$ cat config.mk
export PLATFORM = sky130hd
export DESIGN_NAME = bounded_confidence_agent_step
export DESIGN_NICKNAME = d
export VERILOG_FILES = /design/src/rtl/core/bcas_pkg.sv /design/src/rtl/core/bounded_confidence_agent_step.sv /design/src/rtl/core/bcas_div.sv
export SDC_FILE = /design/constraint.sdc
export NUM_CORES = 2
export LEC_CHECK = 0
export ABC_AREA = 1
export BUFFER_PORTS_ARGS = -buffer_cell sky130_fd_sc_hd__buf_2
export CORE_ASPECT_RATIO = 0.7
export CORE_MARGIN = 2
export CORE_UTILIZATION = 30
export CTS_CLUSTER_DIAMETER = 30
export CTS_CLUSTER_SIZE = 8
export DETAILED_ROUTE_END_ITERATION = 8
export PLACE_DENSITY_LB_ADDON = 0.3
export SLEW_MARGIN = 5
export SYNTH_ARGS = -nofsm -noshare
export SYNTH_HDL_FRONTEND = slang
export SYNTH_HIERARCHICAL = 1
export SYNTH_SLANG_ARGS = --single-unit
$ cat constraint.sdc
create_clock -name clk -period 14.6 [get_ports clk]
set_clock_uncertainty 0.1 [all_clocks]
set_input_delay 0 -clock clk [delete_from_list [all_inputs] [get_ports clk]]
set_output_delay 0 -clock clk [all_outputs]
set_load 0.01 [all_outputs]
$ cat src/rtl/core/bcas_pkg.sv
`timescale 1ns / 1ps
// ----------------------------------------------------------------------------
// bcas_pkg: shared types and constants
// Payload structs, register indexes and limits for the bounded confidence step.
// ----------------------------------------------------------------------------
package bcas_pkg;

    localparam int NumAgents = 16;
    localparam int IdxW = 4;

    localparam logic [1:0] REG_POPULATION = 2'd0;
    localparam logic [1:0] REG_THRESHOLD = 2'd1;
    localparam logic [1:0] REG_PULL = 2'd2;

    localparam logic ACT_INTERACT = 1'b0;
    localparam logic ACT_WRITE = 1'b1;

    typedef struct packed {
        logic        action;
        logic [3:0]  first_index;
        logic [3:0]  second_index;
        logic [15:0] write_value;
    } in_item_t;

    typedef struct packed {
        logic [15:0] first_value;
        logic [15:0] second_value;
        logic        interacted;
        logic [15:0] mean_value;
        logic [14:0] spread_variance;
        logic [4:0]  cluster_count;
    } out_item_t;

    typedef struct packed {
        logic [15:0] v_first;
        logic [15:0] v_second;
    } pair_t;

endpackage

$ cat src/rtl/core/bounded_confidence_agent_step.sv
`timescale 1ns / 1ps
// ----------------------------------------------------------------------------
// bounded_confidence_agent_step: bounded confidence opinion agent block
// Keeps 16 agent values, applies a write or a pair interaction per item and
// reports mean, variance and cluster count over the active agents.
// ----------------------------------------------------------------------------
// sequence from input transfer to result valid: update, sum over n agents, mean divide,
// squares over n agents, variance divide, copy, insertion sort and gap scan; 16 agents
// throughput: one item at a time, in not ready until the result is taken
// the sums share one accumulator, mean and variance share one serial divider
// reset: agents cleared to zero, registers at their reset values
module bounded_confidence_agent_step
    import bcas_pkg::*;
(
    input  logic        clk,
    input  logic        rst_n,
    input  logic        in_valid,
    output logic        in_ready,
    input  in_item_t    in_data,
    output logic        out_valid,
    input  logic        out_ready,
    output out_item_t   out_data,
    input  logic        cfg_valid,
    output logic        cfg_ready,
    input  logic [1:0]  cfg_index,
    input  logic [16:0] cfg_data
);

    typedef enum logic [9:0] {
        S_IDLE   = 10'b0000000001,
        S_MOVE   = 10'b0000000010,
        S_SUM    = 10'b0000000100,
        S_MDIV   = 10'b0000001000,
        S_SQ     = 10'b0000010000,
        S_VDIV   = 10'b0000100000,
        S_SORT   = 10'b0001000000,
        S_GAP    = 10'b0010000000,
        S_OUT    = 10'b0100000000,
        S_COPY   = 10'b1000000000
    } state_t;

    state_t state_reg, state_next;
    logic [15:0] agent_reg [NumAgents];
    logic [15:0] srt_reg [NumAgents];
    logic [4:0]  pop_reg;
    logic [16:0] thr_reg;
    logic [15:0] pull_reg;
    in_item_t    item_reg;
    out_item_t   res_reg;
    logic [4:0]  i_reg, j_reg;
    logic [39:0] acc_reg;
    logic [15:0] mean_reg;
    logic [15:0] key_reg;
    logic        div_start;
    logic        div_go_reg, div_go_next;
    logic        div_done;
    logic [39:0] div_q;
    logic [4:0]  n_eff;
    logic [16:0] t_eff;
    logic [15:0] mu_eff;
    pair_t       pr;
    logic signed [16:0] d;
    logic [16:0] ad;
    logic signed [33:0] prod;
    logic signed [17:0] mv;
    logic signed [18:0] ni, nj;
    logic        valid_pair;
    logic signed [16:0] dv;
    logic signed [33:0] dsq;
    logic [15:0] upper, lower;

    assign n_eff = (pop_reg < 5'd2) ? 5'd2 : ((pop_reg > 5'd16) ? 5'd16 : pop_reg);
    assign t_eff = (thr_reg < 17'd66) ? 17'd66 :
                   ((thr_reg > 17'd65536) ? 17'd65536 : thr_reg);
    assign mu_eff = (pull_reg > 16'd32768) ? 16'd32768 : pull_reg;

    assign div_start = div_go_reg;

    bcas_div u_div (
        .clk(clk), .rst_n(rst_n), .start(div_start),
        .dividend(acc_reg), .divisor(n_eff), .done(div_done), .quotient(div_q)
    );

    assign pr.v_first = agent_reg[item_reg.first_index];
    assign pr.v_second = agent_reg[item_reg.second_index];
    assign d = $signed({1'b0, pr.v_second}) - $signed({1'b0, pr.v_first});
    assign ad = d[16] ? 17'(-d) : 17'(d);
    assign prod = d * $signed({1'b0, mu_eff});
    assign mv = 18'(prod >>> 16);
    assign ni = 19'(pr.v_first) + 19'(mv);
    assign nj = 19'(pr.v_second) - 19'(mv);
    assign valid_pair = ({1'b0, item_reg.first_index} < n_eff) &&
                        ({1'b0, item_reg.second_index} < n_eff) &&
                        (item_reg.first_index != item_reg.second_index);
    assign dv = $signed({1'b0, agent_reg[i_reg[3:0]]}) - $signed({1'b0, mean_reg});
    assign dsq = dv * dv;
    assign upper = srt_reg[j_reg[3:0] - 4'd1];
    assign lower = srt_reg[i_reg[3:0] - 4'd1];

    assign in_ready = (state_reg == S_IDLE);
    assign cfg_ready = (state_reg == S_IDLE);
    assign out_valid = (state_reg == S_OUT);
    assign out_data = res_reg;

    always_comb
    begin
        state_next = state_reg;
        div_go_next = 1'b0;
        case (state_reg)
            S_IDLE:
            begin
                if (in_valid)
                    state_next = S_MOVE;
            end
            S_MOVE:  state_next = S_SUM;
            S_SUM:
            begin
                if (i_reg == n_eff - 5'd1)
                begin
                    state_next = S_MDIV;
                    div_go_next = 1'b1;
                end
            end
            S_MDIV:
            begin
                if (div_done)
                    state_next = S_SQ;
            end
            S_SQ:
            begin
                if (i_reg == n_eff - 5'd1)
                begin
                    state_next = S_VDIV;
                    div_go_next = 1'b1;
                end
            end
            S_VDIV:
            begin
                if (div_done)
                    state_next = S_COPY;
            end
            S_COPY:  state_next = S_SORT;
            S_SORT:
            begin
                if (i_reg == n_eff)
                    state_next = S_GAP;
            end
            S_GAP:
            begin
                if (i_reg == n_eff)
                    state_next = S_OUT;
            end
            S_OUT:
            begin
                if (out_ready)
                    state_next = S_IDLE;
            end
            default: state_next = S_IDLE;
        endcase
    end

    always_ff @(posedge clk or negedge rst_n)
    begin
        if (!rst_n)
        begin
            state_reg <= S_IDLE;
            div_go_reg <= 1'b0;
            pop_reg <= 5'd16;
            thr_reg <= 17'd14418;
            pull_reg <= 16'd19661;
            for (int k = 0; k < NumAgents; k++)
                agent_reg[k] <= '0;
        end
        else
        begin
            state_reg <= state_next;
            div_go_reg <= div_go_next;
            if (cfg_valid && cfg_ready)
            begin
                case (cfg_index)
                    REG_POPULATION: pop_reg <= cfg_data[4:0];
                    REG_THRESHOLD:  thr_reg <= cfg_data;
                    REG_PULL:       pull_reg <= cfg_data[15:0];
                    default: ;
                endcase
            end
            if (state_reg == S_MOVE)
            begin
                if (item_reg.action == ACT_WRITE)
                    agent_reg[item_reg.first_index] <= item_reg.write_value;
                else if (valid_pair && (ad < t_eff))
                begin
                    agent_reg[item_reg.first_index] <=
                        ni[18] ? 16'd0 : (ni > 19'sd65535 ? 16'hffff : ni[15:0]);
                    agent_reg[item_reg.second_index] <=
                        nj[18] ? 16'd0 : (nj > 19'sd65535 ? 16'hffff : nj[15:0]);
                end
            end
        end
    end

    always_ff @(posedge clk)
    begin
        case (state_reg)
            S_IDLE:
            begin
                item_reg <= in_data;
                i_reg <= '0;
                acc_reg <= '0;
            end
            S_MOVE:
            begin
                res_reg.interacted <= (item_reg.action == ACT_INTERACT) &&
                                      valid_pair && (ad < t_eff);
            end
            S_SUM:
            begin
                acc_reg <= acc_reg + 40'(agent_reg[i_reg[3:0]]);
                i_reg <= i_reg + 5'd1;
            end
            S_MDIV:
            begin
                i_reg <= '0;
                if (div_done)
                begin
                    mean_reg <= div_q[15:0];
                    res_reg.mean_value <= div_q[15:0];
                    acc_reg <= '0;
                end
            end
            S_SQ:
            begin
                acc_reg <= acc_reg + 40'($unsigned(dsq));
                i_reg <= i_reg + 5'd1;
            end
            S_VDIV:
            begin
                if (div_done)
                    res_reg.spread_variance <= (div_q[39:16] > 24'd16384) ?
                        15'd16384 : div_q[30:16];
            end
            S_COPY:
            begin
                i_reg <= '0;
                j_reg <= '0;
                key_reg <= agent_reg[0];
                res_reg.first_value <= agent_reg[item_reg.first_index];
                res_reg.second_value <= agent_reg[item_reg.second_index];
            end
            S_SORT:
            begin
                if (i_reg != n_eff)
                begin
                    if (j_reg != 5'd0 && upper > key_reg)
                    begin
                        srt_reg[j_reg[3:0]] <= upper;
                        j_reg <= j_reg - 5'd1;
                    end
                    else
                    begin
                        srt_reg[j_reg[3:0]] <= key_reg;
                        i_reg <= i_reg + 5'd1;
                        j_reg <= i_reg + 5'd1;
                        key_reg <= agent_reg[4'(i_reg + 5'd1)];
                    end
                end
                else
                begin
                    i_reg <= 5'd1;
                    res_reg.cluster_count <= 5'd1;
                end
            end
            S_GAP:
            begin
                if (i_reg != n_eff)
                begin
                    if ({1'b0, srt_reg[i_reg[3:0]] - lower} > t_eff)
                        res_reg.cluster_count <= res_reg.cluster_count + 5'd1;
                    i_reg <= i_reg + 5'd1;
                end
            end
            default: ;
        endcase
    end

    property p_out_hold;
        @(posedge clk) disable iff (!rst_n)
        (out_valid && !out_ready) |=> (out_valid && $stable(out_data));
    endproperty
    a_out_hold: assert property (p_out_hold) else $error("result changed while waiting");

    property p_no_accept_busy;
        @(posedge clk) disable iff (!rst_n)
        out_valid |-> !in_ready;
    endproperty
    a_no_accept_busy: assert property (p_no_accept_busy) else $error("input taken while busy");

    property p_clusters;
        @(posedge clk) disable iff (!rst_n)
        out_valid |-> (out_data.cluster_count != 5'd0 && out_data.cluster_count <= n_eff);
    endproperty
    a_clusters: assert property (p_clusters) else $error("cluster count out of range");

endmodule

$ cat src/rtl/core/bcas_div.sv
`timescale 1ns / 1ps
// ----------------------------------------------------------------------------
// bcas_div: restoring divider
// Divides a 40-bit dividend by a 5-bit divisor, one quotient bit per cycle.
// ----------------------------------------------------------------------------
module bcas_div
    import bcas_pkg::*;
(
    input  logic        clk,
    input  logic        rst_n,
    input  logic        start,
    input  logic [39:0] dividend,
    input  logic [4:0]  divisor,
    output logic        done,
    output logic [39:0] quotient
);

    logic [39:0] q_reg, q_next;
    logic [5:0]  r_reg, r_next;
    logic [5:0]  cnt_reg, cnt_next;
    logic        busy_reg, busy_next;
    logic [5:0]  trial;

    always_comb
    begin
        q_next = q_reg;
        r_next = r_reg;
        cnt_next = cnt_reg;
        busy_next = busy_reg;
        trial = {r_reg[4:0], q_reg[39]};
        if (start)
        begin
            q_next = dividend;
            r_next = '0;
            cnt_next = 6'd40;
            busy_next = 1'b1;
        end
        else if (busy_reg)
        begin
            if (trial >= {1'b0, divisor})
            begin
                r_next = trial - {1'b0, divisor};
                q_next = {q_reg[38:0], 1'b1};
            end
            else
            begin
                r_next = trial;
                q_next = {q_reg[38:0], 1'b0};
            end
            cnt_next = cnt_reg - 6'd1;
            if (cnt_reg == 6'd1)
                busy_next = 1'b0;
        end
    end

    always_ff @(posedge clk or negedge rst_n)
    begin
        if (!rst_n)
        begin
            busy_reg <= 1'b0;
            cnt_reg <= '0;
        end
        else
        begin
            busy_reg <= busy_next;
            cnt_reg <= cnt_next;
        end
    end

    always_ff @(posedge clk)
    begin
        q_reg <= q_next;
        r_reg <= r_next;
    end

    assign done = busy_reg && (cnt_reg == 6'd1);
    assign quotient = {q_reg[38:0], (trial >= {1'b0, divisor})};

endmodule

# After elaboration in Yosys (flattened, before gate mapping)
# Memory sizes are Yosys's and may differ from the RTL's. A register that Yosys moved wholly into a read port is not among the register bits.
# Cells that the tools add are included.
[word_totals] latchBits=0 n_memories=1 regBits=517 out_inout_bits=72 input_bits=49 elab_cells=224 ram_bits=256 romBits=0
[classes] multipliers=2 div_mod_pow=0 shifts=0 eq_ne=31 n_reduce_logical=32 order_cmp=20 n_mux=77 n_addsub=16 bitwise=6
[memory_table] name="srt_reg" depth=16 width=16 rd=3 rd_ports_with_merged_regs=1 wr=1 line="bounded_confidence_agent_step.sv:44" text="logic [15:0] srt_reg [NumAgents];"
[op_table] operator="bitwise mux 256 bit" count=3
[op_table] operator="2-to-1 mux 256 bit" count=2
[op_table] operator="2-to-1 mux 16 bit" count=18
[op_table] operator="binary-select mux 16 bit (select 4 bit)" count=4
[op_table] operator="one-hot mux 40 bit (4 select lines)" count=1
[op_table] operator="demux 16 bit (select 4 bit)" count=2
[op_table] operator="2-to-1 mux 40 bit" count=3
[op_table] operator="one-hot mux 10 bit (10 select lines)" count=1
[op_table] operator="2-to-1 mux 10 bit" count=8
[op_table] operator="multiplier 17 x 17 -> 34 bit" count=2
[op_table] operator="2-to-1 mux 5 bit" count=11
[op_table] operator="2-to-1 mux 17 bit" count=3
[op_table] operator="adder 40 x 16 -> 40 bit" count=1
[op_table] operator="adder 40 x 34 -> 40 bit" count=1
[op_table] operator="> comparator 19 x 17 -> 1 bit (second input constant)" count=2
[op_table] operator="subtractor 16 x 16 -> 17 bit" count=2
[op_table] operator="one-hot mux 16 bit (2 select lines)" count=1
[op_table] operator="> comparator 24 x 15 -> 1 bit (second input constant)" count=1
[op_table] operator="!= test 2 bit (second input constant)" count=12
[op_table] operator="greater-or-equal comparator 5 bit (second input constant)" count=4
[op_table] operator="NOT 4 -> 5 bit" count=4
[op_table] operator="one-hot mux 5 bit (2 select lines)" count=2
[op_table] operator="one-hot mux 5 bit (4 select lines)" count=1
[op_table] operator="adder 17 x 18 -> 19 bit" count=1
[op_table] operator="53 further kinds" count=94

# Logic depth before layout (Yosys ltp)
[depth] word_depth=14 depth_mapped=66 depth_no_buf=62

# Hierarchy
# Netlist, hierarchy kept.
[modules_own_cells] module="bounded_confidence_agent_step" area_each_um2=75662.6 seq_area_each_um2=20224.4 cells_each=10461 instances=1
[modules_own_cells] module="bcas_div" area_each_um2=2836.5 seq_area_each_um2=1476.4 cells_each=319 instances=1

# Worst setup path after synthesis
# Ideal clock, no wire load.
[synth_timing] path_kind="flip-flop to flip-flop" startpoint="register item_reg[17] (netlist name)" endpoint="register agent_reg[173] (netlist name)" path_stages_with_launch=59 synth_period_minus_slack_ps=10456 arrival_ps=10243 required_time_ps=14387 n_path_buf=5 slack_ps=4144 setup_time_ps=113 cell_sequence="edfxtp_1 inv_1 nor2_1 inv_1 clkbuf_1 clkbuf_1 o22ai_1 o21ai_0 nand4_1 fa_1 nand2_1 nand2_1 nand2_1 nand2_1 nand3_1 nand3_1 nand2_1 nand2_1 [23 not listed] xor2_1 inv_1 ha_1 nand2_1 nor2_1 and3_1 nand2_1 nand2_1 a21oi_1 nand4_1 nand3_2 buf_6 nand3_2 buf_4 nand3_1 nand3_1 nand2_1 inv_1"
[synth_lines] element="start: declaration" line="bounded_confidence_agent_step.sv:48" text="in_item_t item_reg;"
[synth_lines] element="start signal: assignment" line="bounded_confidence_agent_step.sv:207" text="item_reg <= in_data;"
[synth_lines] element="end signal: indexed assignment" line="bounded_confidence_agent_step.sv:190" text="agent_reg[item_reg.first_index] <= item_reg.write_value;"
[synth_lines] element="end signal: indexed assignment" line="bounded_confidence_agent_step.sv:193" text="agent_reg[item_reg.first_index] <="
[synth_lines] element="end signal: indexed assignment" line="bounded_confidence_agent_step.sv:195" text="agent_reg[item_reg.second_index] <="
[synth_lines] element="end: declaration" line="bounded_confidence_agent_step.sv:43" text="logic [15:0] agent_reg [NumAgents];"

==> impl_results.md <==
- Gr usage total: between 20% and 30%
- Netlist cell types: 69
- Post-synth EDFFs: between 400 and 500
- Share of cells above drive strength 1: roughly 8.6%
- Failing checks: design-rule violations, max-capacitance violations, max-slew violations
- Detail Route Antenna Nets: 0
- I/O Buffers: 120
- Setup TNS Final: 0 ps
- Largest cells by area after synthesis: edfxtp_1 (17%), fa_1 (14%), nand2_1 (10%), dfrtp_1 (9.4%), inv_1 (8.6%)
- Core area: approximately 260,000 µm²
- DP Area: around 83,000 µm²
- Die Span Y: 432 µm
- Unrepaired setup endpoints after global routing: false
- Core Rows: between 150 and 200
- Nets: about 12,000
- Worst Path Required: around 15,000 ps
- Routed vias/inst: 5.38
- Post-layout util: a little over a third
- Largest net degree at the start of global routing: about 180
- Final hold vios: 0
- CTS buffer count: 210
- Multi-input gate area: 47,500 µm²
- Dpl hpwl: approximately 240 mm
- Global route overflow: 0
- GPL Wtd Cong: 1.03
- Post-Syn Area per Cell: about 7.3 µm²
- Tightest Hold Check Type: input port to register
- DRT Pass-1 Iters: 9
- Post-Synthesis Net Count: 11,700
- Hold Path Depth: 4
- Most frequent cells in the layout: nand2_1 (2,084), inv_1 (1,780), nor2_1 (1,097), a21oi_1 (819), nand3_1 (802)
- Fill count: 27,700
- Storage cell area: 21,700 µm²
- Synth warn: 6
- Setup violators final: 0
- Synthesized area: 78,500 µm²
- Critical Path Max Stage Delay: 790 ps
- Share of the synthesized area in the top cell type: 17.4%
- Max transition margin: -7.68%
- CTS tree: built
- FFs w/ async S/R, synth: 40.2%
- Initial antenna violation count: 15
- Crit path max fanout: 32
- Ports: about 120
- Crit Path Category: register to register
- Sequential-to-total area share from yosys stat: 27.6%
- Initial Utilization: a little under a third
- Final instance area: between 90,000 and 100,000 µm²
- Clock Latency Late Sink: 950 ps
- Crit. path cell count: between 40 and 50
- Vias in the first global route: just over 70,000
- Clk buf depth: 4
- Status: complete, but fails checks
- F_max: about 0.07 GHz
- Register bit count reported by yosys: approximately 780
- Slew Limit Fails: 11
- CP delay by family, top: adder cells
- Clock-pin slew on the worst setup and hold paths: about 50 ps
- Post-Route WL: ~350 mm
- Cell taking the most area after synthesis: edfxtp_1
- Crit path DAT: 14,690 ps
- Post-route DRC violation count: 27
- Commonest non-fill, non-tap cell in the layout: nand2_1
- Critical path endpoint category: register
- CTS Root Cell: clkbuf_16
- CTS sink count: 777
- Slew @ Worst Pin: ~1600 ps
- First-pass GRT wire length: about 500 mm
- Starting DRT DRC Count: roughly 11,000
- Vias: 78,000
- CP max stage cell: xor2_1
- R2R depth: 46
- CP most frequent cell: nand3_1
- Post-layout min period: roughly 14,000 ps
- Routed wire length per instance: around 24 µm
- Final period utilization: approximately 96%
- CP Launch Type: register
- Area delta synth->final: 15.9%
- Chip Width: roughly 620 µm
- Syn Inst Count: 10,800
- Primary FF master, synth: edfxtp_1
- H-tree levels: 4
- WP buf/inv: 10
- Die area: about 270,000 µm²
- # Max-Cap Violations: 3
==> cells in the mapped netlist, types with 16 or more instances <==
library cell and instances:
mux2i_1 28, a31oi_1 66, clkbuf_1 423, ha_1 354, or2_2 37, nor3_1 50
edfxtp_1 456, clkinv_1 20, a21o_1 22, fa_1 554, nand4_1 74, dfstp_2 16
buf_4 54, o22ai_1 263, dfrtp_1 296, o21ai_0 795, inv_1 1791, buf_6 25
nand3_1 808, nor2_1 1128, nor2_2 27, xor2_1 84, buf_1 54, o211ai_1 79
inv_2 34, xnor2_1 41, nand2_1 2087, buf_2 58, o311ai_0 63, nor4_1 19
a21oi_1 820
==> tightest hold or removal path: stages <==
cell and delay [ps]:
dlygate4sd3_1 520, buf_2 140, inv_1 120, o21ai_0 180
==> metrics by stage <==
stage | worst slack, ps | cells | hold WS (ps)
floorplan | 4140 | 10800 | -396
global placement | 1140 | 14000 | -72.0
detailed placement | 1180 | 14000 | -71.0
CTS | 1180 | 14500 | 19.4
global route | 172 | 14500 | 49.4
finish | 558 | 14500 | 83.8
==> worst paths after layout <==
path	from	end	slack, ps
max	item_reg[17]	agent_reg[80]	560
min	cfg_data[2]	pop_reg[2]	80
max reg2reg	item_reg[17]	agent_reg[80]	560
min reg2reg	u_div/q_reg[12]	mean_reg[13]	340
max in group asynchronous	rst_n	u_div/cnt_reg[5]	13040
min in group asynchronous	rst_n	agent_reg[158]	210
==> routing by layer <==
metal	vias to the layer above	routed length [µm]	share of wire [%]	global-route usage (%)
met5	-	333	0.096	0.379
li1	35100	-	-	-
met1	36500	147000	42	36.0
met2	5415	129000	37	32.7
met3	935	55400	16	11.2
met4	18	16000	4.6	10.0
==> layout make-up <==
| class | count | area share [%] |
|---|---|---|
| flip-flops and latches | 777 | 23.9 |
| multi-input cells | 7543 | 52.2 |
| clock buffers | 260 | 6.21 |
| repair buffers | 439 | 3.78 |
| inverters | 1845 | 7.62 |
| clock inverters | 121 | 1.51 |
| diodes | 12 | 0.0330 |
| well taps | 3498 | 4.81 |
==> logic make-up after synthesis <==
family	count (synthesis)	synth area share [%]
AND/OR/NAND/NOR	4295	23.1
flip-flops	777	27.6
buffers and inverters	2460	12.4
XOR/XNOR	126	1.42
AO/OA/AOI/OAI	2185	15.4
multiplexers	29	0.371
adder cells (fa/ha/maj)	908	19.8
==> repair_timing <==
item / 4_1_cts / 5_1_grt
setup buffers: 0 / 0
hold buffers: 93 / 0
endpoints found under the hold margin: 364 / 0
resized for setup: 0 / 3
setup endpoints to repair: 0 / 18
Power is left out: the tool's default activity adds up to more than one toggle a clock period on the data nets, which glitch-free logic cannot reach.
